===== config.mk =====
export PLATFORM = sky130hd
export DESIGN_NAME = tps_cnt_stage
export DESIGN_NICKNAME = d
export VERILOG_FILES = /design/src/hw/rtl/tps_pkg.sv /design/src/hw/rtl/tps_cnt_stage.sv
export SDC_FILE = /design/constraint.sdc
export NUM_CORES = 1
export LEC_CHECK = 0
export ABC_AREA = 1
export BUFFER_PORTS_ARGS = -buffer_cell sky130_fd_sc_hd__buf_2
export CORE_MARGIN = 1
export CORE_UTILIZATION = 30
export CTS_BUF_LIST = sky130_fd_sc_hd__clkbuf_4
export DETAILED_ROUTE_END_ITERATION = 16
export GPL_TIMING_DRIVEN = 0
export PLACE_DENSITY = 0.6
export SLEW_MARGIN = 20
export SYNTH_ARGS = -nofsm -noshare
export SYNTH_HDL_FRONTEND = slang
export SYNTH_SLANG_ARGS = --single-unit

===== constraint.sdc =====
create_clock -name clk -period 25.6 [get_ports clk]
set_input_delay 5.12 -clock clk [delete_from_list [all_inputs] [get_ports clk]]
set_output_delay 5.12 -clock clk [all_outputs]
set_load 0.03 [all_outputs]

===== src/hw/rtl/tps_pkg.sv =====
// ----------------------------------------------------------------------------
// Timer prescaler select package
// Shared constants, prescaler tables and pipeline stage types.
// ----------------------------------------------------------------------------
package tps_pkg;

  localparam int PRESCALER_COUNT = 5;
  localparam int FRACTION_BITS   = 16;
  localparam int TABLE_SIZE      = 5;

  localparam int HZ_W    = 24;
  localparam int CLK_W   = 24;
  localparam int COUNT_W = 9;
  localparam int INDEX_W = 3;

  // Count divider: one quotient bit per stage, divisor pre-shifted by COUNT_W-1.
  localparam int DIV_W      = HZ_W + COUNT_W;
  localparam int CNT_STAGES = COUNT_W;

  // Achieved-frequency divider: constant numerator over a 9-bit count.
  localparam int STEPS_PER_STAGE = 8;
  localparam int QUO_W      = CLK_W + FRACTION_BITS;
  localparam int RCP_STAGES = (QUO_W + STEPS_PER_STAGE - 1) / STEPS_PER_STAGE;
  localparam int WORK_W     = RCP_STAGES * STEPS_PER_STAGE;
  localparam int REM_W      = COUNT_W + 1;
  localparam int DIST_W     = QUO_W;

  // Prescaled clocks; the window tops equal the clocks.
  localparam logic [TABLE_SIZE-1:0][CLK_W-1:0] CLOCK_HZ = {
    24'd15625, 24'd62500, 24'd250000, 24'd2000000, 24'd16000000
  };
  localparam logic [TABLE_SIZE-1:0][HZ_W-1:0] WINDOW_LOW = {
    24'd61, 24'd245, 24'd980, 24'd7843, 24'd62745
  };

  typedef struct packed {
    logic                                       valid;
    logic [HZ_W-1:0]                            hz;
    logic [PRESCALER_COUNT-1:0]                 usable;
    logic [PRESCALER_COUNT-1:0][DIV_W-1:0]      rem;
    logic [DIV_W-1:0]                           dsh;
    logic [PRESCALER_COUNT-1:0][COUNT_W-1:0]    quo;
  } cnt_t;

  typedef struct packed {
    logic                                       valid;
    logic [HZ_W-1:0]                            hz;
    logic [PRESCALER_COUNT-1:0]                 usable;
    logic [PRESCALER_COUNT-1:0][COUNT_W-1:0]    cnt;
    logic [PRESCALER_COUNT-1:0][REM_W-1:0]      rem;
    logic [PRESCALER_COUNT-1:0][WORK_W-1:0]     work;
  } rcp_t;

  typedef struct packed {
    logic                                       valid;
    logic [PRESCALER_COUNT-1:0]                 ok;
    logic [PRESCALER_COUNT-1:0][COUNT_W-1:0]    cnt;
    logic [PRESCALER_COUNT-1:0][DIST_W-1:0]     diff;
    logic [DIST_W-1:0]                          best_dist;
    logic [COUNT_W-1:0]                         best_cnt;
    logic [INDEX_W-1:0]                         best_idx;
    logic                                       found;
  } pick_t;

  typedef struct packed {
    logic               ok;
    logic [COUNT_W-1:0] cnt;
    logic [DIST_W-1:0]  diff;
  } cand_t;

endpackage


===== src/hw/rtl/tps_cnt_stage.sv =====
// ----------------------------------------------------------------------------
// Count divider stage
// One restoring step of round(clock / target) on every prescaler lane.
// ----------------------------------------------------------------------------
module tps_cnt_stage
  import tps_pkg::*;
(
  input  logic clk,
  input  logic rst,
  input  logic en,
  input  cnt_t d,
  output cnt_t q
);

  cnt_t nxt;

  // Compare-subtract against the shared shifted divisor, then halve it.
  always_comb begin
    nxt = d;
    for (int i = 0; i < PRESCALER_COUNT; i++) begin
      if (d.rem[i] >= d.dsh) begin
        nxt.rem[i] = d.rem[i] - d.dsh;
        nxt.quo[i] = {d.quo[i][COUNT_W-2:0], 1'b1};
      end else begin
        nxt.quo[i] = {d.quo[i][COUNT_W-2:0], 1'b0};
      end
    end
    nxt.dsh = d.dsh >> 1;
  end

  // Stage register; only the valid bit is reset.
  always_ff @(posedge clk) begin
    if (rst) begin
      q.valid <= 1'b0;
    end else if (en) begin
      q <= nxt;
    end
  end

endmodule


==> impl_metrics.csv <==
group,metric,value,unit
worst_setup_path,rrSetupSlack,25.05,ns
clock_network,clkTransAtPathRegs,0.07,ns
min_path,hp-start,"q[272]",
clock_network,cts_hold_buf,0,
finish,final_cell_mix,"nand2_1 (1,462), inv_1 (683), buf_2 (572), edfxtp_1 (271), nand3_1 (266)",
drt,drc,0,
placement,port_buffers,542,
min_path,holdPathStages,2,
synthesis,synth_top_area_share,0.333,
placement,dp_hpwl,79800,µm
floorplanning,start_util,0.303,
synthesis,yosysUniqueCellTypes,32,
worst_setup_path,crit_path_end_kind,"flop",
clock_network,cts.repair.resized,0,
flow_run,maxCapViolations,0,
floorplanning,pin_count,549,
finish,largest_reg_flops,272,
synthesis,synth_top_area_cell,"edfxtp_1",
sta,rsz0062_at_grt,"no",
synthesis,syn-num-nets,4038,
global_routing,grt_pass1_wl,141000,µm
min_path,min_to,"q[272]",
synthesis,synth_compound_area_frac,0.0286,
floorplanning,die_x,287,µm
sta,period_share,0.288,
worst_setup_path,crit_arrival,7.99,ns
drt,firstDrtPassIters,5,
run_status,status,"finished, final reports clean",
worst_setup_path,timing.rr.end,"q[272]",
synthesis,synth_fa_ha_area_frac,0.0887,
finish,fill_cells,8857,
sta,setup_viol,0,
power_and_ir_drop,pwr_density_cell,52.6,mW/mm²
clock_network,clockBufferDepth,3,
floorplanning,die_h,287,µm
global_routing,antenna_found_initial,30,
drt,dr.first_iter.drc_count,1906,
clock_network,post_cts_buffers,0,
worst_setup_path,cp-start-kind,"input port",
clock_network,clock-sinks,272,
sta,hold_viol_final,0,
drt,vias_per_cell,4.57,
finish,nets,4675,
drt,wl_met3,8030,µm
global_routing,grt_pass1_vias,22900,
drt,antenna_left,0,
power_and_ir_drop,p_leak,16.2,nW
global_routing,track_usage,0.234,
sta,max_freq,136,MHz
sta,fin_crit,7.38,ns
clock_network,cts_buffers,82,
synthesis,synthCells,3592,
sta,relSlewSlack,0.393,
clock_network,cts_root_buf,"clkbuf_4",
finish,largest_registers,"q: 272 flops",
synthesis,synth-simple-area-share,0.402,
synthesis,ys_seq_elements,272,
synthesis,avgSynthCellArea,6.79,µm²
finish,final_common_cell,"nand2_1",
drt,route.met2.wl,44100,µm
worst_setup_path,worstPathMaxFanout,10,
floorplanning,design.core.area,0.0805,mm²
synthesis,synth_top_family_by_area,"simple AND/OR/NAND/NOR gates",
finish,layout-drive-gt1-share,0.206,
synthesis,synthMuxAreaShare,0,
finish,regMostFlops,"q",
sta,worstMarginPinSlew,0.910,ns
synthesis,yosysWarnings,0,
sta,slew_viol_final,0,
power_and_ir_drop,vdd.ir_drop.worst,0.0329,mV
finish,area_delta_synth_final,21.7,%
sta,timing.setup.tns,0,ns
drt,drt-met1-wl,43200,µm
drt,routed_wl,98700,µm
finish,final_util,0.369,
global_routing,grt_remaining_overflow,0,
drt,highest_layer,"met5",
drt,via_count,24500,
worst_setup_path,r2r_cells,2,
floorplanning,die-area,0.0825,mm²
clock_network,htreeDepth,3,
synthesis,synth_seq_area_share,0.334,
synthesis,synth_xor_area_frac,0.0251,
floorplanning,rows,104,
worst_setup_path,cp_data_required_time,26.21,ns
worst_setup_path,r2r-start,"q[272]",
clock_network,clkLatencyLatePin,0.85,ns
placement,gp_congestion,0.942,
synthesis,synth.top_cells.by_area,"edfxtp_1 (33%), nand2_1 (22%), inv_1 (11%), ha_1 (8.5%), nand3_1 (5.5%)",
clock_network,cts_tree,"done",
synthesis,netlist_area,0.0244,mm²
min_path,hp-class,"flop to flop",
drt,detail_route.wl_per_cell,18.4,µm
worst_setup_path,path_class,"input port to flop",
sta,fin_worst_skew,0,ns
global_routing,grt_max_degree,30,
==> power by group <==
group	leakage, nW	switching [mW]	internal (mW)
sequential	2.53	0.0118	0.544
clock	0.587	0.206	0.210
combinational	13.0	0.411	0.180
total	16.2	0.628	0.935
==> layer usage <==
layer / vias up / global-route usage
li1: 12500 / -
met1: 10900 / 0.307
met2: 891 / 0.377
met3: 127 / 0.0456
met4: 6 / 0.0878
met5: - / 0
==> Yosys cell counts <==
library cell,n
nand2_8,5
inv_2,7
nand3_1,266
fa_1,5
buf_2,30
a21oi_1,114
nand3_2,75
inv_1,683
and2_1,36
nand2_1,1462
o21bai_1,9
nor3_1,41
conb_1,1
dfxtp_1,1
nand2_2,22
nor2_1,196
nand4_1,11
nand3b_1,49
ha_1,165
nor2_4,5
nor2_2,10
nor3_2,15
o21ai_0,10
buf_6,7
buf_12,4
edfxtp_1,271
or2_2,11
xor2_1,70
a21oi_2,1
nand2_4,5
buf_4,1
buf_8,4
==> through the flow <==
| step | setup slack, ns | area (µm²) | std cells | power [mW] | hold slack, ns |
|---|---|---|---|---|---|
| 2_1_floorplan | 8.15 | 24400 | 3592 | 0.967 | 0.579 |
| 3_3_place_gp | 2.15 | 28400 | 5194 | 1.16 | 0.442 |
| 3_5_place_dp | 17.33 | 28700 | 5205 | 1.15 | 0.454 |
| 4_1_cts | 18.28 | 29700 | 5340 | 1.59 | 0.464 |
| 5_1_grt | 18.04 | 29700 | 5343 | 1.67 | 0.487 |
| 6_report | 18.22 | 29700 | 5350 | 1.56 | 0.460 |
==> kinds of logic after synthesis <==
| group | count (synthesis) |
|---|---|
| AOI/OAI and AO/OA | 134 |
| xor gates and xnor gates | 70 |
| adders and majority gates | 170 |
| buffers and inverters | 736 |
| DFF | 272 |
| other | 1 |
| and+or+nand+nor | 2209 |
==> critical path: stages <==
cell     delay, ns
buf_2         0.45
inv_1         0.51
ha_1          0.49
nand2_1       0.06
nor2_1        0.14
nand3_1       0.12
nand3_2       0.15
nand2_2       0.09
nand2_2       0.09
nand2_4       0.10
nand2_8       0.14
buf_6         0.17
nand3_1       0.11
nand2_1       0.23
==> how the worst max path moves through the flow <==
stage	slack [ns]	from	end
global route	18.04	d[46]	q[237]
finish	18.22	d[46]	q[237]
global placement	2.15	en	q[114]
floorplan	8.15	en	q[0]
CTS	18.28	d[46]	q[236]
detailed placement	17.33	d[46]	q[236]
==> final cells by class <==
class	instances	area, µm²	area share
antenna	10	25.0	0.000843
tap	1060	1330	0.0447
clock inverter	24	148	0.00497
multi-input combinational	2584	13300	0.448
sequential	272	8160	0.275
buffer	46	377	0.0127
timing repair buffer	553	2950	0.0993
inverter	690	2590	0.0872
clock buffer	111	833	0.0281
Power figures use the tool's default switching activity.
