`src/hw/rtl/tps_pkg.sv`:
```
// ----------------------------------------------------------------------------
// Timer prescaler select package
// Shared constants, prescaler tables and pipeline stage types.
// ----------------------------------------------------------------------------
package tps_pkg;

  localparam int PRESCALER_COUNT = 5;
  localparam int FRACTION_BITS   = 16;
  localparam int TABLE_SIZE      = 5;

  localparam int HZ_W    = 24;
  localparam int CLK_W   = 24;
  localparam int COUNT_W = 9;
  localparam int INDEX_W = 3;

  // Count divider: one quotient bit per stage, divisor pre-shifted by COUNT_W-1.
  localparam int DIV_W      = HZ_W + COUNT_W;
  localparam int CNT_STAGES = COUNT_W;

  // Achieved-frequency divider: constant numerator over a 9-bit count.
  localparam int STEPS_PER_STAGE = 8;
  localparam int QUO_W      = CLK_W + FRACTION_BITS;
  localparam int RCP_STAGES = (QUO_W + STEPS_PER_STAGE - 1) / STEPS_PER_STAGE;
  localparam int WORK_W     = RCP_STAGES * STEPS_PER_STAGE;
  localparam int REM_W      = COUNT_W + 1;
  localparam int DIST_W     = QUO_W;

  // Prescaled clocks; the window tops equal the clocks.
  localparam logic [TABLE_SIZE-1:0][CLK_W-1:0] CLOCK_HZ = {
    24'd15625, 24'd62500, 24'd250000, 24'd2000000, 24'd16000000
  };
  localparam logic [TABLE_SIZE-1:0][HZ_W-1:0] WINDOW_LOW = {
    24'd61, 24'd245, 24'd980, 24'd7843, 24'd62745
  };

  typedef struct packed {
    logic                                       valid;
    logic [HZ_W-1:0]                            hz;
    logic [PRESCALER_COUNT-1:0]                 usable;
    logic [PRESCALER_COUNT-1:0][DIV_W-1:0]      rem;
    logic [DIV_W-1:0]                           dsh;
    logic [PRESCALER_COUNT-1:0][COUNT_W-1:0]    quo;
  } cnt_t;

  typedef struct packed {
    logic                                       valid;
    logic [HZ_W-1:0]                            hz;
    logic [PRESCALER_COUNT-1:0]                 usable;
    logic [PRESCALER_COUNT-1:0][COUNT_W-1:0]    cnt;
    logic [PRESCALER_COUNT-1:0][REM_W-1:0]      rem;
    logic [PRESCALER_COUNT-1:0][WORK_W-1:0]     work;
  } rcp_t;

  typedef struct packed {
    logic                                       valid;
    logic [PRESCALER_COUNT-1:0]                 ok;
    logic [PRESCALER_COUNT-1:0][COUNT_W-1:0]    cnt;
    logic [PRESCALER_COUNT-1:0][DIST_W-1:0]     diff;
    logic [DIST_W-1:0]                          best_dist;
    logic [COUNT_W-1:0]                         best_cnt;
    logic [INDEX_W-1:0]                         best_idx;
    logic                                       found;
  } pick_t;

  typedef struct packed {
    logic               ok;
    logic [COUNT_W-1:0] cnt;
    logic [DIST_W-1:0]  diff;
  } cand_t;

endpackage

```
`src/hw/rtl/tps_pick_stage.sv`:
```
// ----------------------------------------------------------------------------
// Prescaler pick stage
// Weighs one candidate lane against the best one found so far.
// ----------------------------------------------------------------------------
module tps_pick_stage
  import tps_pkg::*;
(
  input  logic               clk,
  input  logic               rst,
  input  logic               en,
  input  logic [INDEX_W-1:0] lane,
  input  cand_t              cand,
  input  pick_t              d,
  output pick_t              q
);

  pick_t nxt;

  // A strictly smaller distance wins, so on a tie the earlier lane stays.
  always_comb begin
    nxt = d;
    if (cand.ok && (cand.diff < d.best_dist)) begin
      nxt.best_dist = cand.diff;
      nxt.best_cnt  = cand.cnt;
      nxt.best_idx  = lane;
      nxt.found     = 1'b1;
    end
  end

  // Stage register; only the valid bit is reset.
  always_ff @(posedge clk) begin
    if (rst) begin
      q.valid <= 1'b0;
    end else if (en) begin
      q <= nxt;
    end
  end

endmodule

```
`config.mk`:
```
export PLATFORM = sky130hd
export DESIGN_NAME = tps_pick_stage
export DESIGN_NICKNAME = d
export VERILOG_FILES = /design/src/hw/rtl/tps_pkg.sv /design/src/hw/rtl/tps_pick_stage.sv
export SDC_FILE = /design/constraint.sdc
export NUM_CORES = 1
export LEC_CHECK = 0
export BUFFER_PORTS_ARGS = -buffer_cell sky130_fd_sc_hd__buf_2
export CAP_MARGIN = 10
export CORE_AREA = 2 2 256 258
export DETAILED_ROUTE_END_ITERATION = 16
export DIE_AREA = 0 0 258 260
export GPL_TIMING_DRIVEN = 0
export SLEW_MARGIN = 20
export SYNTH_ARGS = -nofsm -noshare
export SYNTH_HDL_FRONTEND = slang
export SYNTH_SLANG_ARGS = --single-unit
```
`constraint.sdc`:
```
create_clock -name clk -period 41.5 [get_ports clk]
set_input_delay 8.3 -clock clk [delete_from_list [all_inputs] [get_ports clk]]
set_output_delay 8.3 -clock clk [all_outputs]
set_load 0.1 [all_outputs]
```
==> results of run 1 <==
[per-stage QoR]
stage	power (mW)	instance area (um^2)	hold WS, ns
after floorplan	0.5478	10770	0.9705
after global placement	0.5981	15160	0.4765
after detailed placement	0.5931	15440	0.5158
after CTS	0.9185	16610	0.5322
after global routing	0.9357	16610	0.5555
final	0.9021	16620	0.5164
[routing by layer]
metal	share of wire, %	track usage, %	up-vias
met5	0.29	0	-
met4	3.6	4.416	18
met3	10	4.532	75
met2	51	18.79	404
met1	35	11.03	3594
li1	-	-	3399
[cell usage after synthesis, drive strengths merged]
cell	count	area [um^2]
a211o	2	17.52
a21o	4	30.03
a21oi	14	70.07
a221oi	1	8.760
a2bb2oi	1	8.760
a311oi	1	26.28
a31oi	1	6.260
a41o	1	10.01
a41oi	1	8.760
buf	5	56.30
dfxtp	1	20.02
edfxtp	303	9099
ha	39	488.0
inv	40	150.1
mux2	52	585.6
mux2i	1	10.01
nand2	8	30.03
nand2b	1	6.260
nand3	1	5.000
nand4	7	43.79
nor2	5	18.77
nor2b	2	12.51
nor4	1	6.260
o2111ai	1	8.760
o21ai	4	20.02
o221ai	1	8.760
or2	2	12.51
or3	1	6.260
[placed cells by master, fill, tap and decap left out, drive strengths merged]
cell type,n
a2bb2oi,1
o221ai,1
mux2i,1
a31oi,1
a21oi,14
nor2,5
diode,1
bufinv,3
nor4,1
clkbuf,44
clkinvlp,1
a41o,1
dfxtp,1
a211o,2
nand2b,1
ha,39
buf,680
or2,2
o21ai,4
clkinv,13
o2111ai,1
a21o,4
inv,46
or3,1
a311oi,1
a41oi,1
a221oi,1
nand4,7
edfxtp,303
mux2,52
nor2b,2
nand2,8
nand3,1
[path summary, 6_finish.rpt]
path | from | slack [ns] | end | depth (start not counted)
setup reg to reg | q[303] | 40.91 | q[303] | 2
hold / removal | q[303] | 0.52 | q[303] | 2
hold reg to reg | q[303] | 0.52 | q[303] | 2
setup / recovery | cand[2] | 30.70 | q[12] | 9
[power breakdown]
part / total, mW / leakage (nW) / switching [mW] / internal [mW]
Sequential: 0.368 / 2.85 / 0.00567 / 0.362
Combinational: 0.217 / 3.62 / 0.181 / 0.0358
Clock: 0.317 / 0.578 / 0.132 / 0.185
Total: 0.902 / 7.05 / 0.319 / 0.583
[cell type report]
| cell class | instances | area share (%) |
|---|---|---|
| buffer | 5 | 0.3389 |
| clock buffer | 44 | 5.730 |
| antenna | 1 | 0.01506 |
| inverter | 40 | 0.9036 |
| clock inverter | 23 | 1.333 |
| timing repair buffer | 675 | 21.60 |
| multi-input combinational | 152 | 8.765 |
| tap | 855 | 6.438 |
| sequential | 304 | 54.88 |
[critical path: stages]
cell	delay, ns
buf_2	0.11
ha_1	0.30
a211o_1	0.29
a31oi_1	0.20
o221ai_1	0.15
a211o_1	0.41
a311oi_4	0.67
buf_6	0.25
mux2_1	0.38
[logic make-up after synthesis]
family / Yosys count / share of synthesized area, %
compound gates: 32 / 2.079
fa+ha+maj: 39 / 4.529
buf+inv: 45 / 1.916
flops: 304 / 84.64
mux: 53 / 5.528
simple gates: 28 / 1.312
==> impl_results.md, run 1 <==
- Hold Violations, Final: 0
- Syn avg cell area: 21.51 um^2
- Most flops, register: q
- Aggregate global-route resource usage: 10.62%
- Buffers on Ports: 663
- Iter 0 DRT Violations: 576
- Slew of the pin with the lowest slew margin: 0.7831 ns
- Routed vias: 7490
- Leakage: 7.053 nW
- Maximum VDD drop: 0.02960 mV
- CTS Hold Bufs: 0
- Post-CTS Resized: 0
- Setup Buffers After CTS: 0
- Setup violations, final: 0
- Fin Clk Skew: 0 ns
- Die area: 67080 um^2
- Syn Nets: 900
- Largest regs: q: 304 flops
- Number of fillers in the final layout: 6685
- Syn. warnings: 0
- Crit end category: register
- Final period util: 26.03%
- Relative slew slack: 47.79%
- Area of the multi-input gates: 1456 um^2
- Rows: 93
- Critical Path RT: 41.76 ns
- Fmax: 92.57 MHz
- DRC violations left: 0
- P per Cell Area: 54.29 nW/um^2
- Worst hold-check path type: reg2reg
- Sequential share of the synthesized area: 84.64%
- Post-DP HPWL: 30.75 mm
- Worst setup margin: 30.70 ns
- Max-cap check violation count: 0
- Initial antenna violation count: 15
- Global-route wire length before repair: 52.42 mm
- Worst-path clk slew: 0.06 ns
- RSZ-0062 raised after global routing: no
- CTS Buf Count: 37
- IO Pins: 664
- Min Tclk post-route: 10.80 ns
- Util after Layout: 25.92%
- Post-route ant nets: 0
- Synthesized cell area: 10770 um^2
- Max-slew violations: 0
- CP max FO: 10
- Clock Root Buffer: clkbuf_16
- Clk Latency, worst-skew pair: 0.54 ns
- Clock sink count: 304
- Max reg flops: 304
- Pre-CTS WS: 30.08 ns
- Die W: 258 um
- CTS tree: built
- Fin nets: 1614
- Largest net degree at the start of global routing: 33
- Vias in the first global route: 8058
- Post-synth cell types: 29
- TNS Setup: 0 ns
- Initial Util: 16.80%
- Die height: 260 um
- Clock tree buffer depth: 3
- Area occupied by registers: 9119 um^2
- DR pass1 iterations: 7
- WL/cell: 18.18 um
- Drt total wl: 38.17 mm
- Status: finished clean
- Drt via density: 3.568
- Core box area: 64120 um^2
- Layout cells sized above 1: 59.61%
- Area Growth Syn to Fin: 54.22%
- H-tree Lvls: 2
- Worst EP arrival: 11.06 ns
- Yosys reg bits: 304
- Gate Count Post-Synth: 501
- GP Congestion: 0.8173
- Setup crit start kind: input pin
- Placed cell count: 2031
- Overflow after GRT: 0
- Final Non-Filler Cells: 2099
- Crit Path Category: in2reg
(Power assumes the default switching activity.)
==> run 2: changes to the inputs <==
- ABC_AREA: not set -> 1
- CORE_AREA: 2 2 256 258 -> 2 2 262 264
- DIE_AREA: 0 0 258 260 -> 0 0 264 266
- clock period: 41.5 -> 10.5 ns (I/O delays scaled with it)
==> impl_results.md, run 2 <==
- WL/cell: 19.79 um (was 18.18 um)
- Worst EP arrival: 4.19 ns (was 11.06 ns)
- CP max FO: 10 (unchanged)
- Syn. warnings: 0 (unchanged)
- H-tree Lvls: 2 (unchanged)
- P per Cell Area: 215.4 nW/um^2 (was 54.29 nW/um^2)
- Top-count cell post-synth: edfxtp_1 (unchanged)
- Setup violations, final: 0 (unchanged)
- Final Non-Filler Cells: 2308 (was 2099)
- Buffers on Ports: 663 (unchanged)
- Drt total wl: 45.67 mm (was 38.17 mm)
- RSZ-0062 raised after global routing: no (unchanged)
- Asr flop ratio synth: 0% (unchanged)
- Routed vias: 8558 (was 7490)
- Met2 Use GR: 19.82% (was 18.79%)
- Initial antenna violation count: 18 (was 15)
- GRT Max-Usage Layer: met2 (unchanged)
- Syn avg cell area: 16.35 um^2 (was 21.51 um^2)
- Drt via density: 3.708 (was 3.568)
- Setup crit start kind: input pin (unchanged)
- Largest regs: q: 304 flops (unchanged)
- Commonest non-fill, non-tap cells in the layout: 669 x buf_2, 303 x edfxtp_1, 168 x nand2_1 (was 663 x buf_2, 303 x edfxtp_1, 49 x mux2_1)
- IO Pins: 664 (unchanged)
- Max reg flops: 304 (unchanged)
- Critical Path RT: 10.79 ns (was 41.76 ns)
- DR pass1 iterations: 4 (was 7)
- CP startpoint: d[40] (was cand[2])
- CTS tree: built (unchanged)
- Maximum VDD drop: 0.09286 mV (was 0.02960 mV)
- Post-DP HPWL: 37.38 mm (was 30.75 mm)
- Sequential share of the synthesized area: 82.03% (was 84.64%)
- Overflow after GRT: 0 (unchanged)
- Initial Util: 16.41% (was 16.80%)
- Number of synthesized flops with an enable pin: 303 (unchanged)
- Fmax: 256.5 MHz
- Largest cells by area after synthesis: edfxtp_1 82%, nand2_1 5.7%, ha_1 4.4% (was edfxtp_1 84%, mux2_1 5.1%, ha_1 4.5%)
- Setup Buffers After CTS: 0 (unchanged)
- FF-to-FF setup slack: 9.93 ns (was 40.91 ns)
- Layout cells sized above 1: 53.02% (was 59.61%)
- Slew of the pin with the lowest slew margin: 0.7198 ns (was 0.7831 ns)
- Post-synth top area cell: edfxtp_1 (unchanged)
- Iter 0 DRT Violations: 552 (was 576)
- Core box area: 67750 um^2 (was 64120 um^2)
- Clk Latency, worst-skew pair: 0.55 ns (was 0.54 ns)
- Gate Count Post-Synth: 680 (was 501)
- Most flops, register: q (unchanged)
- DRC violations left: 0 (unchanged)
- Worst-path clk slew: 0.06 ns (about the same)
- Min Tclk post-route: 3.899 ns
- Aggregate global-route resource usage: 12.11% (was 10.62%)
- Leakage: 7.500 nW (was 7.053 nW)
- Commonest non-fill, non-tap cell in the layout: buf_2 (unchanged)
- Max-cap check violation count: 0 (unchanged)
- Synthesized cell area: 11120 um^2 (was 10770 um^2)
- Hold Slack: 0.4693 ns (was 0.5164 ns)
- Hold Violations, Final: 0 (unchanged)
- Rows: 96 (was 93)
- Die area: 70220 um^2 (was 67080 um^2)
- Worst reg2reg path endpoint: q[303] (unchanged)
- Synth top area share: 81.85% (was 84.45%)
- Syn Nets: 1079 (was 900)
- Crit end category: register (unchanged)
- CTS Hold Bufs: 0 (unchanged)
- Post-route ant nets: 0 (unchanged)
- Die W: 264 um (was 258 um)
- Status: finished clean (unchanged)
- Worst hold-check path type: reg2reg (unchanged)
- Tot Pwr: 3.679 mW (was 0.9021 mW)
- Placed cell count: 2237 (was 2031)
- Fin Clk Skew: 0 ns (unchanged)
- FF-to-FF Start: q[303] (unchanged)
- Area Growth Syn to Fin: 53.61% (was 54.22%)
- Clock tree buffer depth: 3 (unchanged)
- Die height: 266 um (was 260 um)
- Post-synth cell types: 22 (was 29)
- Vias in the first global route: 8711 (was 8058)
- Fin nets: 1794 (was 1614)
- Clock sink count: 304 (unchanged)
- Post-CTS Resized: 0 (unchanged)
- Max-slew violations: 0 (unchanged)
- CP endpoint: q[10] (was q[12])
- Synth Flop Type: edfxtp_1 (unchanged)
- Relative slew slack: 52.35% (was 47.79%)
- Largest net degree at the start of global routing: 34 (was 33)
- GP Congestion: 0.8967 (was 0.8173)
- CTS Buf Count: 38 (was 37)
- Yosys reg bits: 304 (unchanged)
- Met3 Track Usage GR: 5.555% (was 4.532%)
- Global-route wire length before repair: 60.85 mm (was 52.42 mm)
- R2R depth: 2 (unchanged)
- Final period util: 37.14%
- Clock Root Buffer: clkbuf_16 (unchanged)
- Crit Path Category: in2reg (unchanged)
- Top post-synthesis cells by count: 303 x edfxtp_1, 168 x nand2_1, 56 x inv_1, 53 x nand4_1, 39 x ha_1 (was 303 x edfxtp_1, 49 x mux2_1, 40 x inv_1, 39 x ha_1, 14 x a21oi_1)
- Grt met1 use: 14.03% (was 11.03%)
run 2: cell types whose count changed after synthesis, sizes merged, moves of 9 or more:
cell and change:
inv +17, mux2 -52, nor2 +10, nand4 +46
nand2 +162, clkbuf +9
run 2: power breakdown:
group          total [mW]  internal [mW]  switching (mW)
registers            1.46           1.43          0.0247
logic               0.894          0.141           0.753
clock network        1.33          0.766           0.560
total                3.68           2.34            1.34
run 2: cell families (layout without fill, tap and decap cells):
kind of cell / Yosys count / in the layout / synth area share, %
fa+ha+maj: 39 / 39 / 4.389
compound gates: 16 / 16 / 0.8667
buf+inv: 77 / 821 / 3.005
flops: 304 / 304 / 82.03
other cells: 0 / 2 / 0
simple gates: 244 / 244 / 9.713
run 2: cell type report:
cell class / count / area [um^2]
Antenna cell: 2 / 5.005
Buffer: 20 / 120.1
Tap cell: 882 / 1104
Clock inverter: 28 / 271.5
Multi-Input combinational cell: 299 / 1672
Fill cell: 7130 / 50670
Sequential cell: 304 / 9119
Clock buffer: 41 / 983.4
Timing Repair Buffer: 675 / 3588
Inverter: 57 / 214.0
run 2: critical path: stages:
cell and delay [ns]:
buf_2 0.11, inv_1 0.05, ha_1 0.28, nand2_1 0.08, nor2_1 0.19, nand2_1 0.08, nor2_1 0.18, nand2_1 0.11
nor2_2 0.10, nand2_2 0.17, buf_2 0.24, nand4_1 0.38, nand2_1 0.10
run 2: stage by stage:
step / cell area [um^2] / setup slack, ns / util [%] / setup TNS [ns]
floorplan: 11120 / 0.007700 / - / 0
global placement: 15540 / -3.344 / 22.94 / -995.60
detailed placement: 15820 / 6.008 / 23.35 / 0
CTS: 17070 / 6.602 / 25.20 / 0
global route: 17070 / 6.432 / 25.20 / 0
finish: 17080 / 6.601 / 25.21 / 0
run 2: metal layers:
layer  vias to the layer above  part of all wire [%]
met5                         -                  0.25
met4                        18                   3.1
met3                        83                    11
met2                       437                    47
met1                      4101                    39
li1                       3919                     -
run 2: worst min path at each step:
stage / startpoint / end / slack [ns] / cells past startpoint
after global routing: q[303] / q[303] / 0.52 / 2
after detailed placement: q[303] / q[303] / 0.45 / 2
final: q[303] / q[303] / 0.47 / 2
after floorplan: q[303] / q[303] / 0.89 / 2
after CTS: q[303] / q[303] / 0.47 / 2
after global placement: q[303] / q[303] / 0.45 / 2
