$ cat config.mk
export PLATFORM = sky130hd
export DESIGN_NAME = tps_rcp_stage
export DESIGN_NICKNAME = d
export VERILOG_FILES = /design/src/hw/rtl/tps_pkg.sv /design/src/hw/rtl/tps_rcp_stage.sv
export SDC_FILE = /design/constraint.sdc
export NUM_CORES = 1
export LEC_CHECK = 0
export ABC_AREA = 1
export BUFFER_PORTS_ARGS = -buffer_cell sky130_fd_sc_hd__buf_4
export CAP_MARGIN = 15
export CELL_PAD_IN_SITES_DETAIL_PLACEMENT = 0
export CELL_PAD_IN_SITES_GLOBAL_PLACEMENT = 1
export CORE_MARGIN = 2
export CORE_UTILIZATION = 42
export CTS_BUF_LIST = sky130_fd_sc_hd__clkbuf_4 sky130_fd_sc_hd__clkbuf_8
export DETAILED_ROUTE_END_ITERATION = 12
export GPL_TIMING_DRIVEN = 0
export PLACE_DENSITY_LB_ADDON = 0.1
export SLEW_MARGIN = 20
export SYNTH_ARGS = -nofsm -noshare
export SYNTH_HDL_FRONTEND = slang
export SYNTH_SLANG_ARGS = --single-unit
$ cat constraint.sdc
create_clock -name clk -period 24.9 [get_ports clk]
set_clock_uncertainty 0.15 [all_clocks]
set_input_delay 3.735 -clock clk [delete_from_list [all_inputs] [get_ports clk]]
set_output_delay 3.735 -clock clk [all_outputs]
set_load 0.01 [all_outputs]
$ cat src/hw/rtl/tps_pkg.sv
// ----------------------------------------------------------------------------
// Timer prescaler select package
// Shared constants, prescaler tables and pipeline stage types.
// ----------------------------------------------------------------------------
package tps_pkg;

  localparam int PRESCALER_COUNT = 5;
  localparam int FRACTION_BITS   = 16;
  localparam int TABLE_SIZE      = 5;

  localparam int HZ_W    = 24;
  localparam int CLK_W   = 24;
  localparam int COUNT_W = 9;
  localparam int INDEX_W = 3;

  // Count divider: one quotient bit per stage, divisor pre-shifted by COUNT_W-1.
  localparam int DIV_W      = HZ_W + COUNT_W;
  localparam int CNT_STAGES = COUNT_W;

  // Achieved-frequency divider: constant numerator over a 9-bit count.
  localparam int STEPS_PER_STAGE = 8;
  localparam int QUO_W      = CLK_W + FRACTION_BITS;
  localparam int RCP_STAGES = (QUO_W + STEPS_PER_STAGE - 1) / STEPS_PER_STAGE;
  localparam int WORK_W     = RCP_STAGES * STEPS_PER_STAGE;
  localparam int REM_W      = COUNT_W + 1;
  localparam int DIST_W     = QUO_W;

  // Prescaled clocks; the window tops equal the clocks.
  localparam logic [TABLE_SIZE-1:0][CLK_W-1:0] CLOCK_HZ = {
    24'd15625, 24'd62500, 24'd250000, 24'd2000000, 24'd16000000
  };
  localparam logic [TABLE_SIZE-1:0][HZ_W-1:0] WINDOW_LOW = {
    24'd61, 24'd245, 24'd980, 24'd7843, 24'd62745
  };

  typedef struct packed {
    logic                                       valid;
    logic [HZ_W-1:0]                            hz;
    logic [PRESCALER_COUNT-1:0]                 usable;
    logic [PRESCALER_COUNT-1:0][DIV_W-1:0]      rem;
    logic [DIV_W-1:0]                           dsh;
    logic [PRESCALER_COUNT-1:0][COUNT_W-1:0]    quo;
  } cnt_t;

  typedef struct packed {
    logic                                       valid;
    logic [HZ_W-1:0]                            hz;
    logic [PRESCALER_COUNT-1:0]                 usable;
    logic [PRESCALER_COUNT-1:0][COUNT_W-1:0]    cnt;
    logic [PRESCALER_COUNT-1:0][REM_W-1:0]      rem;
    logic [PRESCALER_COUNT-1:0][WORK_W-1:0]     work;
  } rcp_t;

  typedef struct packed {
    logic                                       valid;
    logic [PRESCALER_COUNT-1:0]                 ok;
    logic [PRESCALER_COUNT-1:0][COUNT_W-1:0]    cnt;
    logic [PRESCALER_COUNT-1:0][DIST_W-1:0]     diff;
    logic [DIST_W-1:0]                          best_dist;
    logic [COUNT_W-1:0]                         best_cnt;
    logic [INDEX_W-1:0]                         best_idx;
    logic                                       found;
  } pick_t;

  typedef struct packed {
    logic               ok;
    logic [COUNT_W-1:0] cnt;
    logic [DIST_W-1:0]  diff;
  } cand_t;

endpackage

$ cat src/hw/rtl/tps_rcp_stage.sv
// ----------------------------------------------------------------------------
// Achieved frequency divider stage
// Eight long-division steps of (clock << fraction bits) / count per lane.
// ----------------------------------------------------------------------------
module tps_rcp_stage
  import tps_pkg::*;
(
  input  logic clk,
  input  logic rst,
  input  logic en,
  input  rcp_t d,
  output rcp_t q
);

  rcp_t nxt;

  // The work register shifts numerator bits out and quotient bits in.
  always_comb begin
    logic [REM_W-1:0]  r2;
    logic [REM_W-1:0]  rem;
    logic [WORK_W-1:0] work;
    logic              qbit;
    nxt = d;
    for (int i = 0; i < PRESCALER_COUNT; i++) begin
      rem  = d.rem[i];
      work = d.work[i];
      for (int s = 0; s < STEPS_PER_STAGE; s++) begin
        r2 = {rem[REM_W-2:0], work[WORK_W-1]};
        qbit = (r2 >= {1'b0, d.cnt[i]});
        if (qbit) begin
          rem = r2 - {1'b0, d.cnt[i]};
        end else begin
          rem = r2;
        end
        work = {work[WORK_W-2:0], qbit};
      end
      nxt.rem[i]  = rem;
      nxt.work[i] = work;
    end
  end

  // Stage register; only the valid bit is reset.
  always_ff @(posedge clk) begin
    if (rst) begin
      q.valid <= 1'b0;
    end else if (en) begin
      q <= nxt;
    end
  end

endmodule

==> metrics.md, run 1 <==
| Metric | Value |
|---|---|
| Status | `finished, final reports clean` |
| DRC | `0` |
| Port bufs | `647` |
| WL per Instance | `18.8 um` |
| Predominant post-synthesis flop cell | `edfxtp_1` |
| Routing usage on met3 | `5.02%` |
| Initial core utilization | `42.5%` |
| Area delta synth->final | `24.3%` |
| H-tree depth | `2` |
| Max-slew headroom | `37.2%` |
| Met2 Use GR | `44.6%` |
| Clk buf depth | `3` |
| Register area share after synthesis | `30.8%` |
| GRT overflow | `0` |
| Slew of the pin with the lowest slew margin | `0.942 ns` |
| Worst path max stage delay | `0.81 ns` |
| Placed Cells | `5605` |
| Slowest CP cell | `a221oi_2` |
| Async S/R FF share, synth | `0%` |
| CTS clk-pin slew, worst paths | `0.07 ns` |
| RSZ-0062 raised after global routing | `false` |
| Hold Fails Final Rpt | `0` |
| Drt via density | `5.06` |
| Distinct cell type count of the synthesized netlist | `46` |
| FF+latch area | `9750 um2` |
| Die W | `278 um` |
| Post-synth EDFFs | `324` |
| Core ar. | `74400 um2` |
| Period utilization | `77.6%` |
| Max Cap Violations | `0` |
| Initial antenna violation count | `8` |
| Required time worst endpoint | `25.14 ns` |
| M1 GR Usage | `35.3%` |
| TNS Setup | `0 ns` |
| Root Driver | `clkbuf_8` |
| Util after Layout | `52.8%` |
| Final setup vio count | `0` |
| Dpl hpwl | `88200 um` |
| Cell with the most instances after synthesis | `nand2_1` |
| Cts-stage hold buffer count | `0` |
| Share of layout cells above drive strength 1 | `22.4%` |
| Filler cell count | `7243` |
| Post-Syn Area | `31600 um2` |
| Area contributors post-synth | `edfxtp_1, ha_1, nand2_1` |
| GR peak layer | `met2` |
| Nets@finish | `5427` |
| Drt first pass iters | `5` |
| Synth area leader | `edfxtp_1` |
| Biggest register | `q` |
| Multi-input gate area | `19300 um2` |
| Die area | `77500 um2` |
| Fmax | `0.0517 GHz` |
| Die height | `278 um` |
| Worst-skew pair later-pin latency | `0.70 ns` |
| Post-Synthesis Cells | `3973` |
| Worst Setup Path Type | `input port to flip-flop` |
| Largest net degree at the start of global routing | `29` |
| Setup WS post-layout | `5.57 ns` |
| Routed vias | `28.9k` |
| Hold Path Class | `flip-flop to flip-flop` |
| Cell mode on critical path | `nand2_1` |
| Cell Rows | `100` |
| Synthesized flop and latch total | `325` |
| Vias in the first global route | `27.6k` |
| Final ANT Viol Nets | `0` |
| Yosys top cell area share | `30.8%` |
| CTS Buf Count | `61` |
| I/O Pins | `653` |
| Largest regs | `q x325` |
| Synth Area per Inst | `7.96 um2` |
| CP startpoint kind | `input port` |
| Cell Count, Final, Fillers Out | `5714` |
| Syn. warnings | `0` |
| Tmin final | `19.33 ns` |
| Synth cell count leaders | `nand2_1, inv_1, ha_1, nand3_1, edfxtp_1` |
| Worst Path Arrival | `19.57 ns` |
| Final-report max-slew violation count | `0` |
| Pre-CTS setup slack | `4.92 ns` |
| Critical path peak fanout | `10` |
| First-pass GRT wire length | `161000 um` |
| Largest register FFs | `325` |
| Post-CTS Resized | `0` |
| CTS tree | `yes` |
| Final Wtd Congestion | `0.896` |
| CTS Sinks | `325` |
| Post-CTS setup buffers | `0` |
| Syn Nets | `4701` |
| Drt total wl | `107000 um` |
| Iteration-0 DRC Markers | `1881` |
| Crit. End Element | `flip-flop` |
| Tot GR Track Use | `26.8%` |
## through the flow
step	cell area, um2	hold WS, ns
final	39300	0.332
after global routing	39300	0.362
after CTS	39300	0.336
after detailed placement	38100	0.321
after global placement	37700	0.305
after floorplan	31600	0.327
## metal layers
metal | up-vias | routed length (um)
met5 | - | 37
met3 | 132 | 6490
met4 | 6 | 3090
met2 | 691 | 50000
li1 | 14772 | -
met1 | 13330 | 47800
## placed cells by master, fill, tap and decap left out, drive strengths merged, types with 29 or more instances in the layout
| cell type | n |
|---|---|
| nor3 | 32 |
| o21ai | 162 |
| nor2 | 139 |
| a21oi | 247 |
| xor2 | 134 |
| clkbuf | 82 |
| xnor2 | 111 |
| edfxtp | 324 |
| nand3 | 403 |
| nand2 | 1250 |
| ha | 360 |
| buf | 721 |
| o21bai | 29 |
| fa | 40 |
| nand4 | 31 |
| o211ai | 30 |
| inv | 535 |
## logic make-up (layout without fill, tap and decap cells)
kind of cell,count (synthesis),after routing,share of synthesized area [%]
flops,325,325,30.8
buf+inv,593,1362,8.15
xor+xnor,245,245,6.79
other cells,0,3,0
compound gates,522,522,10.1
fa+ha+maj,400,400,16.8
simple gates,1888,1888,27.3
## final timing paths
kind	start	end	slack, ns	cells past startpoint
hold reg to reg	q[324]	q[324]	0.33	2
setup / recovery	d[287]	q[246]	5.57	88
hold / removal	q[324]	q[324]	0.33	2
setup reg to reg	q[324]	q[324]	24.15	2
## worst max-delay path: cells and delay by family
| kind | cells | cell delay, ns |
|---|---|---|
| AOI/OAI and AO/OA | 25 | 6.00 |
| adders and majority gates | 8 | 2.95 |
| buffers and inverters | 17 | 2.84 |
| and+or+nand+nor | 38 | 4.08 |
## layout make-up
cell class	instances	share of cell area, %
clock buffer	80	2.50
tap	969	3.08
buffer	60	1.47
sequential	325	24.8
clock inverter	26	0.608
multi-input combinational	3055	49.1
antenna	3	0.0191
timing repair buffer	663	13.3
inverter	533	5.09
Power of run 1 is left out: the tool's default activity adds up to more than one toggle a clock period on the data nets, which glitch-free logic cannot reach.
==> run 2, diff against run 1 <==
--- a/config.mk
+++ b/config.mk
@@ -11,7 +11,7 @@
 export CELL_PAD_IN_SITES_DETAIL_PLACEMENT = 0
 export CELL_PAD_IN_SITES_GLOBAL_PLACEMENT = 1
 export CORE_MARGIN = 2
-export CORE_UTILIZATION = 42
+export CORE_UTILIZATION = 38
 export CTS_BUF_LIST = sky130_fd_sc_hd__clkbuf_4 sky130_fd_sc_hd__clkbuf_8
 export DETAILED_ROUTE_END_ITERATION = 12
 export GPL_TIMING_DRIVEN = 0
==> constraint.sdc (replaced) <==
create_clock -name clk -period 15.7 [get_ports clk]
set_clock_uncertainty 0.15 [all_clocks]
set_input_delay 2.355 -clock clk [delete_from_list [all_inputs] [get_ports clk]]
set_output_delay 2.355 -clock clk [all_outputs]
set_load 0.01 [all_outputs]
==> run 2 against run 1 <==
Net effect:
- register-to-register slack lost 9.2 ns
- worst setup slack got worse by 4.7 ns
- critical path depth up 4
- global-route usage shrank 0.68 points
- wire length is 9.3% higher
- worst hold slack got worse by 0.017 ns
- clock-buffer cell count fell by 6
- first-iteration DRC count down 17%
- highest routed layer unchanged
==> metrics.md, run 2 (same netlist as run 1, synthesis figures left out) <==
| Metric | Value |
|---|---|
| Initial antenna violation count | `10` |
| CTS Sinks | `325` |
| Multi-input gate area | `21000 um2` |
| Largest register FFs | `325` |
| I/O Pins | `653` |
| Iteration-0 DRC Markers | `1556` |
| CP startpoint kind | `input port` |
| Tot GR Track Use | `26.1%` |
| Drt via density | `4.99` |
| Reg2Reg Launch Point | `q[324]` |
| Final setup vio count | `0` |
| WHS | `0.315 ns` |
| DRC | `0` |
| Share of layout cells above drive strength 1 | `31.8%` |
| Setup WS post-layout | `0.824 ns` |
| Biggest register | `q` |
| Drt total wl | `117000 um` |
| CTS clk-pin slew, worst paths | `0.06 ns` |
| CTS Buf Count | `60` |
| Critical path peak fanout | `10` |
| Die W | `292 um` |
| Dpl hpwl | `91000 um` |
| Nets@finish | `5621` |
| First-pass GRT wire length | `171000 um` |
| Die area | `85500 um2` |
| Hold_sp | `q[324]` |
| Final-report max-slew violation count | `0` |
| CTS tree | `yes` |
| Reg-to-reg slack, setup | `14.98 ns` |
| Tmin final | `14.88 ns` |
| Hold Crit Endpoint | `q[324]` |
| Max-slew headroom | `46.2%` |
| Die height | `292 um` |
| End of the worst register-to-register path | `q[324]` |
| Initial core utilization | `38.5%` |
| Crit. End Element | `flip-flop` |
| Routed vias | `30.0k` |
| Cts-stage hold buffer count | `0` |
| WL per Instance | `19.5 um` |
| Worst Path Arrival | `15.19 ns` |
| Most common cell after layout, fill and taps aside | `nand2_1` |
| Cell Count, Final, Fillers Out | `6017` |
| Final Wtd Congestion | `0.910` |
| Hold Path Class | `flip-flop to flip-flop` |
| Worst path max stage delay | `0.45 ns` |
| Area delta synth->final | `35.6%` |
| Drt first pass iters | `5` |
| Slowest CP cell | `fa_1` |
| Core ar. | `82200 um2` |
| Largest net degree at the start of global routing | `28` |
| Fmax | `0.0672 GHz` |
| Clk buf depth | `3` |
| Final ANT Viol Nets | `0` |
| Required time worst endpoint | `16.01 ns` |
| GRT overflow | `0` |
| Number of cells on the worst hold path | `2` |
| Root Driver | `clkbuf_8` |
| Period utilization | `94.8%` |
| Pre-CTS setup slack | `-3.04 ns` |
| Hold Fails Final Rpt | `0` |
| Slew of the pin with the lowest slew margin | `0.805 ns` |
| FF+latch area | `9750 um2` |
| Placed Cells | `5705` |
| Status | `finished, final reports clean` |
| Worst R2R Path Depth | `2` |
| H-tree depth | `2` |
| Max Cap Violations | `0` |
| Filler cell count | `8003` |
| Vias in the first global route | `28.5k` |
| Commonest non-fill, non-tap cells in the layout | `nand2_1, buf_4, inv_1, nand3_1, edfxtp_1` |
| Cell mode on critical path | `nand2_1` |
| TNS Setup | `0 ns` |
| Worst Setup Path Type | `input port to flip-flop` |
| Cell Rows | `105` |
| Largest regs | `q x325` |
| Port bufs | `647` |
| Worst-skew pair later-pin latency | `0.73 ns` |
-- run 2: per-layer routing --
| metal | track usage, % | vias to the layer above | part of all wire (%) | wire length [um] |
|---|---|---|---|---|
| li1 | - | 15169 | - | - |
| met1 | 34.1 | 13966 | 44 | 51200 |
| met2 | 44.3 | 722 | 48 | 56000 |
| met3 | 4.86 | 148 | 6.0 | 7010 |
| met4 | 6.88 | 12 | 2.6 | 3100 |
| met5 | 0 | - | 0.068 | 80 |
-- run 2: cell type report --
class / count / area share, %
Antenna cell: 3 / 0.0175
Buffer: 60 / 1.50
Tap cell: 1070 / 3.12
Multi-Input combinational cell: 3056 / 48.9
Inverter: 533 / 5.04
Clock inverter: 39 / 0.887
Timing Repair Buffer: 857 / 15.6
Clock buffer: 74 / 2.17
Sequential cell: 325 / 22.7
-- run 2: what timing repair did --
item	in CTS	in global routing
setup endpoints to repair	55	55
gates resized for setup	157	297
gates cloned	0	5
pin swaps	37	102
setup buffers	75	116
-- run 2: how the worst max path moves through the flow --
stage | cells after the start | end | from
2_1_floorplan | 90 | q[203] | d[251]
3_3_place_gp | 89 | q[206] | d[251]
3_5_place_dp | 88 | q[246] | d[287]
4_1_cts | 91 | q[219] | d[260]
5_1_grt | 97 | q[225] | d[271]
6_report | 92 | q[220] | d[271]
-- run 2: critical path: cells and delay by family --
family	cells	cell delay, ns
and+or+nand+nor	45	4.25
AOI/OAI and AO/OA	19	3.40
adders and majority gates	8	2.65
buffers and inverters	20	2.49
-- run 2: through the flow --
| step | instance area (um2) | utilization [%] |
|---|---|---|
| after CTS | 40700 | 49.5 |
| after global routing | 42900 | 52.1 |
| after global placement | 37800 | 46.0 |
| final | 42900 | 52.1 |
| after detailed placement | 38200 | 46.4 |
| after floorplan | 31600 | - |
Power of run 2 is left out for the same reason.
==> run 3, diff against run 2 <==
--- a/config.mk
+++ b/config.mk
@@ -15,7 +15,8 @@
 export CTS_BUF_LIST = sky130_fd_sc_hd__clkbuf_4 sky130_fd_sc_hd__clkbuf_8
 export DETAILED_ROUTE_END_ITERATION = 12
 export GPL_TIMING_DRIVEN = 0
-export PLACE_DENSITY_LB_ADDON = 0.1
+export MAX_ROUTING_LAYER = met4
+export PLACE_DENSITY = 0.81
 export SLEW_MARGIN = 20
 export SYNTH_ARGS = -nofsm -noshare
 export SYNTH_HDL_FRONTEND = slang
==> run 3 against run 2 <==
Net effect:
- core utilization fell by 0.48 points
- wire length fell by 13%
- die area stayed put
- non-clock buffer count rose by 7
- first-iteration DRC count down 22%
- final cell count hardly changed
- global-route usage down 3.0 points
- worst hold slack got worse by 0.0018 ns
- cell area fell by 0.92%
==> metrics.md, run 3 (same netlist as run 1, synthesis figures left out) <==
| Metric | Value |
|---|---|
| Status | `finished, final reports clean` |
| Max Cap Violations | `0` |
| Buf/Inv on CP | `16` |
| Port bufs | `647` |
| Slew of the pin with the lowest slew margin | `0.472 ns` |
| Filler cell count | `7933` |
| Share of layout cells above drive strength 1 | `31.2%` |
| Worst Setup Path Type | `input port to flip-flop` |
| Area delta synth->final | `34.4%` |
| Multi-input gate area | `20800 um2` |
| Drt first pass iters | `8` |
| CTS clk-pin slew, worst paths | `0.06 ns` |
| Cell mode on critical path | `nand2_1` |
| Reg2Reg Launch Point | `q[324]` |
| Slowest CP cell | `fa_1` |
| CTS Buf Count | `59` |
| DRC | `0` |
| Hold_sp | `q[324]` |
| Core ar. | `82200 um2` |
| WL per Instance | `17.0 um` |
| Util after Layout | `51.7%` |
| Fmax | `0.0670 GHz` |
| Worst path max stage delay | `0.43 ns` |
| Die W | `292 um` |
| Biggest register | `q` |
| FF+latch area | `9750 um2` |
| CTS tree | `yes` |
| Drt via density | `4.95` |
| Most common cell after layout, fill and taps aside | `nand2_1` |
| Nets@finish | `5627` |
| GRT overflow | `0` |
| Root Driver | `clkbuf_8` |
| Clk buf depth | `3` |
| Die height | `292 um` |
| Final setup vio count | `0` |
| Largest regs | `q x325` |
| Final-report max-slew violation count | `0` |
| Iteration-0 DRC Markers | `1221` |
| Vias in the first global route | `28.0k` |
| Drt total wl | `102000 um` |
| Period utilization | `95.0%` |
| Tmin final | `14.92 ns` |
| Commonest non-fill, non-tap cells in the layout | `nand2_1, buf_4, inv_1, nand3_1, edfxtp_1` |
| Hold Fails Final Rpt | `0` |
| Hold Path Class | `flip-flop to flip-flop` |
| Initial antenna violation count | `9` |
| Final Wtd Congestion | `0.901` |
| Worst-skew pair later-pin latency | `0.67 ns` |
| Pre-CTS setup slack | `-2.67 ns` |
| Required time worst endpoint | `15.95 ns` |
| Crit. End Element | `flip-flop` |
| TNS Setup | `0 ns` |
| CTS Sinks | `325` |
| Worst Setup SP | `d[277]` |
| First-pass GRT wire length | `152000 um` |
| Critical path peak fanout | `10` |
| Final ANT Viol Nets | `0` |
| H-tree depth | `2` |
| Max-slew headroom | `68.2%` |
| Setup WS post-layout | `0.782 ns` |
| Die area | `85500 um2` |
| Tot GR Track Use | `23.2%` |
| I/O Pins | `653` |
| Dpl hpwl | `77900 um` |
| Worst Path Arrival | `15.17 ns` |
| Critical path's top delay family | `simple AND/OR/NAND/NOR gates` |
| Cell Rows | `105` |
| Initial core utilization | `38.5%` |
| Largest net degree at the start of global routing | `30` |
| Largest register FFs | `325` |
| Cts-stage hold buffer count | `0` |
| CP startpoint kind | `input port` |
| Routed vias | `29.8k` |
[run 3: metrics by stage]
step / area (um2) / hold slack, ns / std cells
2_1_floorplan: 31600 / 0.327 / 3973
3_3_place_gp: 37800 / 0.295 / 5690
3_5_place_dp: 38200 / 0.308 / 5705
4_1_cts: 40300 / 0.317 / 5874
5_1_grt: 42500 / 0.343 / 6019
6_report: 42500 / 0.313 / 6019
[run 3: path summary, 6_finish.rpt]
| check | end | slack (ns) | cells past startpoint |
|---|---|---|---|
| worst min register to register | q[324] | 0.31 | 2 |
| worst min-delay path | q[324] | 0.31 | 2 |
| worst max-delay path | q[236] | 0.78 | 90 |
| worst max register to register | q[324] | 14.99 | 2 |
[run 3: per-layer routing]
layer | vias to the layer above | track usage [%] | wire (um)
li1 | 15183 | - | -
met1 | 13659 | 28.1 | 43600
met2 | 773 | 39.3 | 49700
met3 | 161 | 4.01 | 5780
met4 | 0 | 6.88 | 2900
met5 | - | - | 0
[run 3: timing repair]
item	4_1_cts	5_1_grt
endpoints found under the setup margin	55	55
pin swaps	26	98
setup buffers	66	135
gates cloned	0	2
resized for setup	133	272
[run 3: worst register-to-register path: cells and delay by family (launching register included)]
family,cells,cell delay (ns)
flip-flops,1,0.33
AO/OA/AOI/OAI,1,0.11
AND/OR/NAND/NOR,1,0.06
[run 3: layout make-up]
| cell class | count | share of cell area [%] |
|---|---|---|
| diodes | 8 | 0.0471 |
| plain buffers | 60 | 1.49 |
| clock buffers | 79 | 2.26 |
| clock inverters | 24 | 0.291 |
| inverters | 533 | 5.08 |
| multi-input cells | 3056 | 48.8 |
| flip-flops and latches | 325 | 22.9 |
| well taps | 1070 | 3.15 |
| repair buffers | 864 | 15.9 |
Power of run 3 is left out for the same reason.
